File: src/rtl/core/sact_queue.sv
// Short FIFO between the front end and the tag directory back end.
// Generic over the item type; uses no package items.
`timescale 1ns / 1ps
`default_nettype none

module sact_queue #(
  parameter int unsigned DEPTH  = 2,
  parameter type         item_t = logic
) (
  input  logic  clk,
  input  logic  rst,
  input  logic  push,
  input  item_t push_item,
  output logic  push_ready,
  input  logic  pop,
  output item_t pop_item,
  output logic  pop_valid
);
  localparam int unsigned PTRW = (DEPTH > 1) ? $clog2(DEPTH) : 1;
  localparam int unsigned CNTW = $clog2(DEPTH + 1);
  localparam logic [PTRW-1:0] LAST_SLOT = PTRW'(DEPTH - 1);
  localparam logic [CNTW-1:0] FULL_CNT  = CNTW'(DEPTH);

  item_t           slots [DEPTH];
  logic [PTRW-1:0] wr_ptr;
  logic [PTRW-1:0] rd_ptr;
  logic [CNTW-1:0] count;
  logic            do_push;
  logic            do_pop;

  assign push_ready = (count != FULL_CNT);
  assign pop_valid  = (count != '0);
  assign do_push    = push && push_ready;
  assign do_pop     = pop && pop_valid;
  assign pop_item   = slots[rd_ptr];

  // Pointers and fill count
  always_ff @(posedge clk) begin
    if (rst) begin
      wr_ptr <= '0;
      rd_ptr <= '0;
      count  <= '0;
    end else begin
      if (do_push) begin
        wr_ptr <= (wr_ptr == LAST_SLOT) ? '0 : wr_ptr + 1'b1;
      end
      if (do_pop) begin
        rd_ptr <= (rd_ptr == LAST_SLOT) ? '0 : rd_ptr + 1'b1;
      end
      if (do_push && !do_pop) begin
        count <= count + 1'b1;
      end else if (do_pop && !do_push) begin
        count <= count - 1'b1;
      end
    end
  end

  // Storage
  always_ff @(posedge clk) begin
    if (do_push) begin
      slots[wr_ptr] <= push_item;
    end
  end

endmodule

`default_nettype wire

File: config.mk
export PLATFORM = sky130hd
export DESIGN_NAME = sact_queue
export DESIGN_NICKNAME = d
export VERILOG_FILES = /design/src/rtl/core/sact_queue.sv
export SDC_FILE = /design/constraint.sdc
export NUM_CORES = 1
export LEC_CHECK = 0
export ABC_AREA = 1
export ABC_CLOCK_PERIOD_IN_PS = 3100
export BUFFER_PORTS_ARGS = -buffer_cell sky130_fd_sc_hd__buf_2
export CAP_MARGIN = 10
export CORE_AREA = 2 2 39 41
export CTS_CLUSTER_DIAMETER = 30
export DETAILED_ROUTE_END_ITERATION = 10
export DIE_AREA = 0 0 41 43
export HOLD_SLACK_MARGIN = 0.02
export SLEW_MARGIN = 40
export SYNTH_ARGS = -nofsm -noshare
export SYNTH_HDL_FRONTEND = slang
export SYNTH_SLANG_ARGS = --single-unit
File: constraint.sdc
create_clock -name clk -period 3.1 [get_ports clk]
set_input_delay 0.31 -clock clk [delete_from_list [all_inputs] [get_ports clk]]
set_output_delay 0.31 -clock clk [all_outputs]
set_load 0.005 [all_outputs]
Word level (Yosys, flattened, before mapping)
Memory sizes are Yosys's and may differ from the RTL's. A register that Yosys moved wholly into a read port is not among the register bits.
Cells that the tools add are included.
{"block": "op_classes", "addsub": 4, "multipliers": 0, "n_div": 0, "order_cmp": 0, "eq_ne": 1, "shift": 0, "muxes": 8, "n_bitwise": 0, "n_reduce_logical": 8}
{"op": "two-way mux 1 bit", "n": 6}
{"op": "logical AND 1 bit", "n": 4}
{"op": "two-way mux 2 bit", "n": 2}
{"op": "nonzero test 2 bit", "n": 2}
{"op": "adder 1 bit, second input constant", "n": 2}
{"op": "adder 2 x 1 -> 2 bit, second input constant", "n": 1}
{"op": "zero test 1 bit", "n": 2}
{"op": "!= test 2 bit, second input constant", "n": 1}
{"op": "subtractor 2 x 1 -> 2 bit, second input constant", "n": 1}
{"block": "word_totals", "regBits": 4, "latchBits": 0, "ramBits": 2, "mem_bits_ro": 0, "in_bits": 5, "output_inout_bits": 3, "word_cells": 25, "memories": 1}
{"memory": "slots", "words": 2, "width": 1, "rd": 1, "rd_ports_with_merged_regs": 1, "write_ports": 1, "line": "24", "rtl": "item_t slots [DEPTH];"}

Logic depth before layout (Yosys ltp)
Gate-level depths: netlist of run 1.
{"block": "depth", "word_depth": 6, "mapped_depth": 11, "mapped_depth_nobuf": 11}

Least setup slack after synthesis of run 1
OpenSTA, ideal clock, no wires.
{"block": "synth_timing", "path_type": "reg-to-reg", "from": "register count[0]", "to": "register count[1]", "setup_ns": 0.064, "t_arrival_ns": 1.167, "required_time_ns": 3.036, "path_slack_ns": 1.869, "path_stages_with_launch": 11, "path_buffers": 0, "period_less_slack_ns": 1.231, "cell_sequence": "dfxtp_1 inv_2 nand2_2 nand2_4 clkinv_2 ha_1 inv_1 nand3_1 nand2_1 inv_1 nor2_1"}
{"block": "synth_via", "elab_chain_len": 5, "elab_cells_between_ends": 13, "cone_classes": "add/sub: 2; eq/ne: 1; mux: 2; reduce/logical: 8"}
{"element": "start: declaration", "line": "27", "rtl": "logic [CNTW-1:0] count;"}
{"element": "start signal: assignment", "line": "51", "rtl": "count <= count + 1'b1;"}
{"element": "start signal: assignment", "line": "53", "rtl": "count <= count - 1'b1;"}
{"element": "!= test 2 bit (*)", "line": "31", "rtl": "assign push_ready = (count != FULL_CNT);"}
{"element": "net push_ready", "line": "14", "rtl": "output logic push_ready,"}
{"element": "logical AND 1 bit (*)", "line": "33", "rtl": "assign do_push = push && push_ready;"}
{"element": "net do_push", "line": "28", "rtl": "logic do_push;"}
{"element": "zero test 1 bit", "line": "52", "rtl": "end else if (do_pop && !do_push) begin"}
{"element": "logical AND 1 bit", "line": "52"}
{"element": "nonzero test 2 bit (no line)"}
The timed path passes the listed nets; every way through them passes the cells marked *. The select of a mux whose other input is x is not followed.
A chain may end at the register's enable or synchronous reset.

==> flow_metrics.env, run 1 <==
export IMPL_die_area_mm2=0.00176
export IMPL_final_setup_skew_ns=0.000548
export IMPL_critPathRequiredTime_ns=2.79
export IMPL_critPathKind="reg2out"
export IMPL_area_growth_pct=25.1
export IMPL_cts_buffers=3
export IMPL_power_net_switching_w=0.000133
export IMPL_setup_tns_ns=0
export IMPL_routedWlPerCell_um=8.52
export IMPL_relSlewSlack=0.895
export IMPL_clockPowerShare=0.235
export IMPL_status="finished, final reports clean"
export IMPL_clk_latency_ns=0.25
export IMPL_cp_slowest_cell="mux2_2"
export IMPL_grt_pass1_wl_um=848
export IMPL_die_y_um=43
export IMPL_ant_nets=0
export IMPL_hold_viol_final=0
export IMPL_irDropWorstVdd_uv=224
export IMPL_fin_cells=67
export IMPL_total_power_w=0.000361
export IMPL_drc=0
export IMPL_maxCapViolCount=0
export IMPL_setup_violations=0
export IMPL_synth_top_area_frac=0.309
export IMPL_coreArea_mm2=0.00138
export IMPL_synthCells=40
export IMPL_r2r_slack_ns=1.79
export IMPL_p_int_w=0.000228
export IMPL_p_comb_frac=0.392
export IMPL_clk_pin_slew_ns=0.05
export IMPL_placedCellCount=63
export IMPL_cts_tree="built"
export IMPL_synth_area_leaders="dfxtp_1, edfxtp_1, nor2_1"
export IMPL_synth_area_um2=324
export IMPL_yosysUniqueCellTypes=15
export IMPL_fin_nets=58
export IMPL_avgSynthCellArea_um2=8.10
export IMPL_nFillCells=165
export IMPL_cp_cell_sequence="mux2_2 -> buf_2"
export IMPL_routed_via_count=290
export IMPL_fin_crit_sh=0.424
export IMPL_synth_nets=46
export IMPL_synth_seq_cells=7
export IMPL_drt_pass1_iterations=4
export IMPL_rows=14
export IMPL_fin_crit_ns=1.31
export IMPL_setup_ws_ns=1.79
export IMPL_first_global_vias=259
export IMPL_ys_warn_count=0
export IMPL_r2r_end="count[1]$_SDFFE_PP0P_"
export IMPL_pre_cts_ws_ns=1.79
export IMPL_r2r_cells=10
export IMPL_cts_root_buf="clkbuf_4"
export IMPL_netSwitchingFraction=0.368
export IMPL_cts_resized=0
export IMPL_ios=8
export IMPL_sequentialPowerShare=0.372
export IMPL_drtIter0Drc=1
export IMPL_slowest_delay_ns=0.32
export IMPL_numPortBuffers=7
export IMPL_cp_max_fo=1
export IMPL_vias_per_cell=4.33
export IMPL_drv_slew=0
export IMPL_grt_total_usage=0.0806
export IMPL_routed_wl_um=571
export IMPL_rsz0062_at_grt="false"
export IMPL_postCtsSetupBuffers=0
export IMPL_timing_fmax_mhz=761
export IMPL_cts_buffer_depth=2
export IMPL_power_per_cell_area_mw_per_mm2=891
export IMPL_cp_end_kind="primary output"
export IMPL_initial_core_util=0.234
export IMPL_overflow=0
export IMPL_cts_hold_buffers=0
export IMPL_worstPathArrival_ns=1.00
export IMPL_hold_path_depth=1
export IMPL_ctsHtreeMaxLevel=1
export IMPL_grt_antenna_before_repair=0
export IMPL_r2r_start="count[0]$_SDFFE_PP0P_"
export IMPL_synth_largest_area_cell="dfxtp_1"
export IMPL_die_w_um=41
export IMPL_synth_seq_area_share=0.494
export IMPL_tightest_slew_ns=0.155
export IMPL_post_dp_hpwl_um=445
export IMPL_total_leakage_power_nw=0.196
export IMPL_diodes=0
export IMPL_drive_above_1_share=0.314
export IMPL_whs_endpoint="slots[0]$_DFFE_PP_"
export IMPL_critPathLaunchType="register"
export IMPL_hp_class="in2reg"
export IMPL_gp_congestion=0.787
export IMPL_cts_sinks=7
export IMPL_worstHoldStart="push_item"
export IMPL_grt_max_degree=6
## worst max-delay path: cells and delay by family, from the launching register on
kind | cells | cell delay, ns
DFF | 1 | 0.31
muxes | 1 | 0.32
buffers and inverters | 1 | 0.12
## worst max path at each step
stage / start / cells past startpoint / slack (ns) / end
after global placement: count[0]$_SDFFE_PP0P_ / 10 / 1.80 / count[1]$_SDFFE_PP0P_
after floorplan: count[0]$_SDFFE_PP0P_ / 10 / 1.87 / count[1]$_SDFFE_PP0P_
after global routing: count[0]$_SDFFE_PP0P_ / 10 / 1.68 / count[1]$_SDFFE_PP0P_
final: register / 2 / 1.79 / pop_item
after detailed placement: count[0]$_SDFFE_PP0P_ / 10 / 1.79 / count[1]$_SDFFE_PP0P_
after CTS: count[0]$_SDFFE_PP0P_ / 10 / 1.77 / count[1]$_SDFFE_PP0P_
## area by class of cell
cell class | instances | area [µm²] | share of cell area
Sequential cell | 7 | 160 | 0.395
Multi-Input combinational cell | 25 | 133 | 0.327
Timing Repair Buffer | 7 | 35.0 | 0.0864
Inverter | 8 | 31.3 | 0.0772
Clock buffer | 4 | 26.3 | 0.0648
Tap cell | 16 | 20.0 | 0.0494
## logic make-up (layout without fill, tap and decap cells)
family / count (synthesis) / count (layout) / share of synthesized area
flops: 7 / 7 / 0.494
fa+ha+maj: 1 / 1 / 0.0386
compound gates: 4 / 4 / 0.0618
mux: 1 / 1 / 0.0347
simple gates: 19 / 19 / 0.274
buf+inv: 8 / 19 / 0.0965
## through the flow
stage | hold slack, ns | area, µm² | utilization
after global placement | 0.482 | 379 | 0.274
after floorplan | 0.409 | 324 | -
after detailed placement | 0.485 | 379 | 0.274
after CTS | 0.240 | 405 | 0.293
after global routing | 0.242 | 405 | 0.293
final | 0.243 | 405 | 0.293
## metal layers
layer  track usage  share of wire
met1        0.0649           0.42
met2         0.122           0.48
met3        0.0314          0.056
met4         0.100          0.042
met5             0              0
## power by group through the flow
stage	logic [W]	clock network [W]	registers (W)
CTS	0.000143	0.0000869	0.000135
floorplan	0.000106	0	0.000135
global route	0.000160	0.0000941	0.000138
global placement	0.000139	0	0.000136
finish	0.000142	0.0000849	0.000134
detailed placement	0.000142	0	0.000136
## placed cells by master, fill, tap and decap left out, types with 2 or more instances in the layout
cell and count:
nand2_1 6, dfxtp_1 5, clkbuf_4 3, o21ai_0 2
buf_2 7, nand2_2 2, nor2_1 7, edfxtp_1 2
inv_1 6, a21oi_1 2, nand3_1 2
## cell usage after synthesis
master,n
nand2_2,2
nand2_1,6
o21ai_0,2
dfxtp_1,5
nor2_1,7
ha_1,1
inv_2,1
a21oi_1,2
nand3_1,2
edfxtp_1,2
nand4_1,1
mux2_2,1
clkinv_2,1
nand2_4,1
inv_1,6
No activity file was read; power rests on OpenSTA's default activity.
==> inputs of run 2 (changes only) <==
--- a/config.mk
+++ b/config.mk
@@ -5,8 +5,8 @@
 export SDC_FILE = /design/constraint.sdc
 export NUM_CORES = 1
 export LEC_CHECK = 0
-export ABC_AREA = 1
-export ABC_CLOCK_PERIOD_IN_PS = 3100
+export ABC_AREA = 0
+export ABC_CLOCK_PERIOD_IN_PS = 1370
 export BUFFER_PORTS_ARGS = -buffer_cell sky130_fd_sc_hd__buf_2
 export CAP_MARGIN = 10
 export CORE_AREA = 2 2 39 41
==> constraint.sdc (replaced) <==
create_clock -name clk -period 1.37 [get_ports clk]
set_input_delay 0.137 -clock clk [delete_from_list [all_inputs] [get_ports clk]]
set_output_delay 0.137 -clock clk [all_outputs]
set_load 0.005 [all_outputs]
==> flow_metrics.env, run 2 <==
export IMPL_cts_buffers=3
export IMPL_first_global_vias=204
export IMPL_violations="setup timing"
export IMPL_m1WireLength_um=212
export IMPL_grt_max_degree=6
export IMPL_rsz0062_at_grt="true"
export IMPL_clk_latency_ns=0.25
export IMPL_async_flop_share=0
export IMPL_routed_via_count=234
export IMPL_postCtsSetupBuffers=0
export IMPL_synth_top_flop_cell="dfxtp_1"
export IMPL_cts_tree="built"
export IMPL_synth_seq_area_share=0.545
export IMPL_relSlewSlack=0.848
export IMPL_crit_buf_inv=0
export IMPL_synth_largest_area_cell="dfxtp_1"
export IMPL_die_y_um=43
export IMPL_top_layer="met4"
export IMPL_synth_top_area_frac=0.340
export IMPL_worstPathArrival_ns=1.59
export IMPL_total_power_w=0.000897
export IMPL_routed_wl_um=518
export IMPL_grt_pass1_wl_um=765
export IMPL_die_area_mm2=0.00176
export IMPL_status="finished, violations left"
export IMPL_overflow=0
export IMPL_power_per_cell_area_mw_per_mm2=2050
export IMPL_synth_edff_count=2
export IMPL_fin_nets=49
export IMPL_mostFrequentLayoutCell="buf_2"
export IMPL_cp_slowest_cell="dfxtp_2"
export IMPL_timing_fmax_mhz=712
export IMPL_synthCells=27
export IMPL_hold_viol_final=0
export IMPL_total_leakage_power_nw=0.194
export IMPL_drt_pass1_iterations=4
export IMPL_area_growth_pct=48.9
export IMPL_grt_antenna_before_repair=0
export IMPL_critPathLaunchType="register"
export IMPL_final_setup_skew_ns=0.00759
export IMPL_cp_max_fo=4
export IMPL_initial_core_util=0.212
export IMPL_wl_met3_um=43
export IMPL_hp_class="in2reg"
export IMPL_synth_commonest_cells="dfxtp_1, nor2_1, xor2_1"
export IMPL_cp_end_kind="register"
export IMPL_cts_sinks=7
export IMPL_pre_cts_ws_ns=-0.0257
export IMPL_die_w_um=41
export IMPL_wl_met2_um=255
export IMPL_irDropWorstVdd_uv=526
export IMPL_routedWlPerCell_um=8.93
export IMPL_synth_area_um2=294
export IMPL_vias_per_cell=4.03
export IMPL_critPathRequiredTime_ns=1.56
export IMPL_maxCapViolCount=0
export IMPL_numPortBuffers=7
export IMPL_coreArea_mm2=0.00138
export IMPL_setup_ws_ns=-0.0347
export IMPL_synth_area_leaders="dfxtp_1, edfxtp_1, xor2_1"
export IMPL_drc=0
export IMPL_drv_slew=0
export IMPL_drtIter0Drc=2
export IMPL_drive_above_1_share=0.571
export IMPL_ys_warn_count=0
export IMPL_tightest_slew_ns=0.225
export IMPL_clk_pin_slew_ns=0.06
export IMPL_synth_nets=33
export IMPL_ios=8
export IMPL_cts_buffer_depth=2
export IMPL_synth_most_common_cell="dfxtp_1"
export IMPL_cp_cell_sequence="nand2b_4 -> and2_4 -> ha_4 -> xor2_1 -> or3_1 -> a21oi_2"
export IMPL_diodes=0
export IMPL_fin_crit_ns=1.40
export IMPL_avgSynthCellArea_um2=10.9
export IMPL_ctsHtreeMaxLevel=1
export IMPL_slowest_delay_ns=0.34
export IMPL_grt_total_usage=0.0734
export IMPL_cts_root_buf="clkbuf_4"
export IMPL_critPathKind="reg2reg"
export IMPL_fin_crit_sh=1.03
export IMPL_ant_nets=0
export IMPL_crit_family="simple AND/OR/NAND/NOR gates"
export IMPL_setup_violations=1
export IMPL_rows=14
export IMPL_yosysUniqueCellTypes=16
export IMPL_final_cell_mix="buf_2, buf_4"
export IMPL_synth_seq_cells=7
export IMPL_gp_congestion=0.684
run 2: changes by cell type in the layout (fill, tap and decap cells not counted), moves of 2 or more:
cell / before / now
buf_4: 0 / 4
xor2_1: 0 / 3
nor2_1: 7 / 3
nand3_1: 2 / 0
dfxtp_1: 5 / 3
nand2_2: 2 / 0
inv_1: 6 / 1
nand2_1: 6 / 0
dfxtp_2: 0 / 2
run 2: timing repair:
| action | 4_1_cts | 5_1_grt |
|---|---|---|
| gates resized for setup | 1 | 1 |
| setup endpoints to repair | 1 | 1 |
| gates cloned | 0 | 0 |
| hold buffers | 0 | 0 |
| hold endpoints to repair | 0 | 0 |
| pin swaps | 0 | 0 |
run 2: area by class of cell:
cell class	count	area, µm²
fillers	142	946
multi-input cells	19	160
clock buffers	4	26.3
well taps	16	20.0
flip-flops and latches	7	163
repair buffers	11	65.1
inverters	1	3.75
run 2: layer usage:
metal | vias up | global-route usage
met2 | 4 | 0.0813
met5 | - | 0
li1 | 122 | -
met1 | 106 | 0.0839
met3 | 2 | 0.0471
met4 | 0 | 0.0800
run 2: power by group:
part	total, W	leakage, nW	switching, W	internal, W
registers	0.000329	0.0606	0.0000481	0.000281
clock network	0.000190	0.0150	0.0000786	0.000111
logic	0.000378	0.118	0.000148	0.000230
total	0.000897	0.194	0.000275	0.000622
run 2: cells by family (layout without fill, tap and decap cells):
group           after synthesis  in the layout  share of synthesized area
compound gates                5              5                      0.102
xor+xnor                      3              3                     0.0894
fa+ha+maj                     1              1                     0.0425
buf+inv                       1             16                     0.0128
flops                         7              7                      0.545
mux                           1              1                     0.0383
simple gates                  9              9                      0.170
run 2: final timing paths:
check / slack, ns / startpoint / cells past startpoint / end
setup reg to reg: -0.03 / count[0]$_SDFFE_PP0P_ / 6 / count[1]$_SDFFE_PP0P_
hold reg to reg: 0.52 / rd_ptr$_SDFFE_PP0P_ / 2 / rd_ptr$_SDFFE_PP0P_
hold / removal: 0.08 / push_item / 1 / slots[0]$_DFFE_PP_
setup / recovery: -0.03 / count[0]$_SDFFE_PP0P_ / 6 / count[1]$_SDFFE_PP0P_
run 2: metrics by stage:
step / cells / hold slack, ns / util / TNS [ns] / area [µm²]
global placement: 54 / 0.332 / 0.294 / -0.0116 / 407
global route: 58 / 0.0714 / 0.316 / -0.0882 / 438
detailed placement: 54 / 0.335 / 0.294 / -0.0257 / 407
finish: 58 / 0.0825 / 0.316 / -0.0347 / 438
CTS: 58 / 0.0707 / 0.314 / -0.0304 / 434
floorplan: 27 / 0.202 / - / 0 / 322
==> inputs of run 3 (changes only) <==
--- a/config.mk
+++ b/config.mk
@@ -5,7 +5,6 @@
 export SDC_FILE = /design/constraint.sdc
 export NUM_CORES = 1
 export LEC_CHECK = 0
-export ABC_AREA = 0
 export ABC_CLOCK_PERIOD_IN_PS = 1370
 export BUFFER_PORTS_ARGS = -buffer_cell sky130_fd_sc_hd__buf_2
 export CAP_MARGIN = 10
@@ -14,6 +13,7 @@
 export DETAILED_ROUTE_END_ITERATION = 10
 export DIE_AREA = 0 0 41 43
 export HOLD_SLACK_MARGIN = 0.02
+export PLACE_DENSITY = 0.45
 export SLEW_MARGIN = 40
 export SYNTH_ARGS = -nofsm -noshare
 export SYNTH_HDL_FRONTEND = slang
==> flow_metrics.env, run 3 (synthesized netlist as in run 2, its figures left out) <==
export IMPL_initial_core_util=0.212
export IMPL_clk_pin_slew_ns=0.05
export IMPL_violations="setup timing"
export IMPL_fin_cells=57
export IMPL_rows=14
export IMPL_routed_wl_um=520
export IMPL_area_growth_pct=47.7
export IMPL_routed_via_count=234
export IMPL_fin_crit_sh=1.02
export IMPL_tightest_slew_ns=0.203
export IMPL_setup_violations=1
export IMPL_overflow=0
export IMPL_critPathLaunchType="register"
export IMPL_clk_latency_ns=0.24
export IMPL_final_setup_skew_ns=0.00125
export IMPL_timing_fmax_mhz=715
export IMPL_cts_root_buf="clkbuf_4"
export IMPL_drive_above_1_share=0.561
export IMPL_cts_sinks=7
export IMPL_cts_resized=2
export IMPL_vias_per_cell=4.11
export IMPL_cts_buffer_depth=2
export IMPL_total_power_w=0.000889
export IMPL_mostFrequentLayoutCell="buf_2"
export IMPL_ant_nets=0
export IMPL_worstSetupStartpoint="count[0]$_SDFFE_PP0P_"
export IMPL_power_per_cell_area_mw_per_mm2=2050
export IMPL_fin_nets=48
export IMPL_drtIter0Drc=4
export IMPL_grt_max_degree=6
export IMPL_r2r_start="count[0]$_SDFFE_PP0P_"
export IMPL_first_global_vias=214
export IMPL_gp_congestion=0.775
export IMPL_hp_class="in2reg"
export IMPL_irDropWorstVdd_uv=660
export IMPL_critPathRequiredTime_ns=1.54
export IMPL_worstHoldStart="push_item"
export IMPL_total_leakage_power_nw=0.189
export IMPL_grt_use_met1=0.0590
export IMPL_cts_buffers=3
export IMPL_cts_tree="built"
export IMPL_routedWlPerCell_um=9.12
export IMPL_cp_end_kind="register"
export IMPL_status="finished, violations left"
export IMPL_nFillCells=153
export IMPL_maxCapViolCount=0
export IMPL_grt_total_usage=0.0778
export IMPL_die_w_um=41
export IMPL_fin_crit_ns=1.40
export IMPL_critPathKind="reg2reg"
export IMPL_cp_slowest_cell="dfxtp_2"
export IMPL_drc=0
export IMPL_setup_ws_ns=-0.0289
export IMPL_die_area_mm2=0.00176
export IMPL_drv_slew=0
export IMPL_ios=8
export IMPL_grt_pass1_wl_um=841
export IMPL_diodes=0
export IMPL_postCtsSetupBuffers=0
export IMPL_final_cell_mix="buf_2, nor2_1, dfxtp_1, clkbuf_4, buf_4"
export IMPL_relSlewSlack=0.865
export IMPL_cp_cell_sequence="nand2b_4 -> and2_4 -> ha_4 -> xor2_2 -> or3_1 -> a21oi_1"
export IMPL_cp_max_fo=4
export IMPL_hold_viol_final=0
export IMPL_worstPathArrival_ns=1.57
export IMPL_rsz0062_at_grt="true"
export IMPL_cts_hold_buffers=0
export IMPL_coreArea_mm2=0.00138
export IMPL_met3_usage=0.0785
export IMPL_numPortBuffers=7
export IMPL_drt_pass1_iterations=3
export IMPL_grtUsageMet2=0.128
export IMPL_placedCellCount=53
export IMPL_die_y_um=43
export IMPL_grt_antenna_before_repair=0
export IMPL_ctsHtreeMaxLevel=1
export IMPL_slowest_delay_ns=0.34
export IMPL_grt_busiest_layer="met2"
==> run 3: cell types whose count changed in the layout (fill, tap and decap cells not counted) <==
cell,before,now
a21oi_1,1,2
a21oi_2,1,0
buf_4,4,3
xor2_2,0,1
xor2_1,3,2
==> run 3: cell type report <==
type	instances	area, µm²	share of cell area
Clock buffer	4	26.3	0.0605
Inverter	1	3.75	0.00865
Multi-Input combinational cell	19	164	0.378
Sequential cell	7	163	0.375
Tap cell	16	20.0	0.0461
Timing Repair Buffer	10	57.6	0.133
==> run 3: routing by layer <==
metal	share of wire	wire (µm)
met3	0.050	26
met2	0.58	303
met4	0	0
met5	0	0
met1	0.37	190
==> run 3: path summary, 6_finish.rpt <==
path	to	slack [ns]	depth (start not counted)
hold reg to reg	register	0.51	2
setup / recovery	count[1]$_SDFFE_PP0P_	-0.03	6
hold / removal	slots[1]$_DFFE_PP_	0.08	1
setup reg to reg	count[1]$_SDFFE_PP0P_	-0.03	6
==> run 3: per-stage QoR <==
stage          cell area (µm²)  setup WS, ns  hold WS, ns   util  setup TNS (ns)
2_1_floorplan              322       0.00242        0.202      -               0
3_3_place_gp               399     -0.000138        0.327  0.288       -0.000138
3_5_place_dp               399       -0.0563        0.333  0.288         -0.0563
4_1_cts                    434       -0.0379       0.0741  0.314         -0.0379
5_1_grt                    434       -0.0913       0.0720  0.314         -0.0913
6_report                   434       -0.0289       0.0840  0.314         -0.0289
==> run 3: worst max-delay path, delay by kind of cell, from the launching register on <==
kind | cells | cell delay (ns)
fa+ha+maj | 1 | 0.15
xor+xnor | 1 | 0.14
simple gates | 3 | 0.58
compound gates | 1 | 0.12
flops | 1 | 0.34
==> run 3: power breakdown <==
part           internal [W]  switching, W  leakage (nW)  total [W]
registers          0.000282     0.0000479        0.0606   0.000330
clock network      0.000111     0.0000697        0.0150   0.000180
logic              0.000225      0.000153         0.113   0.000379
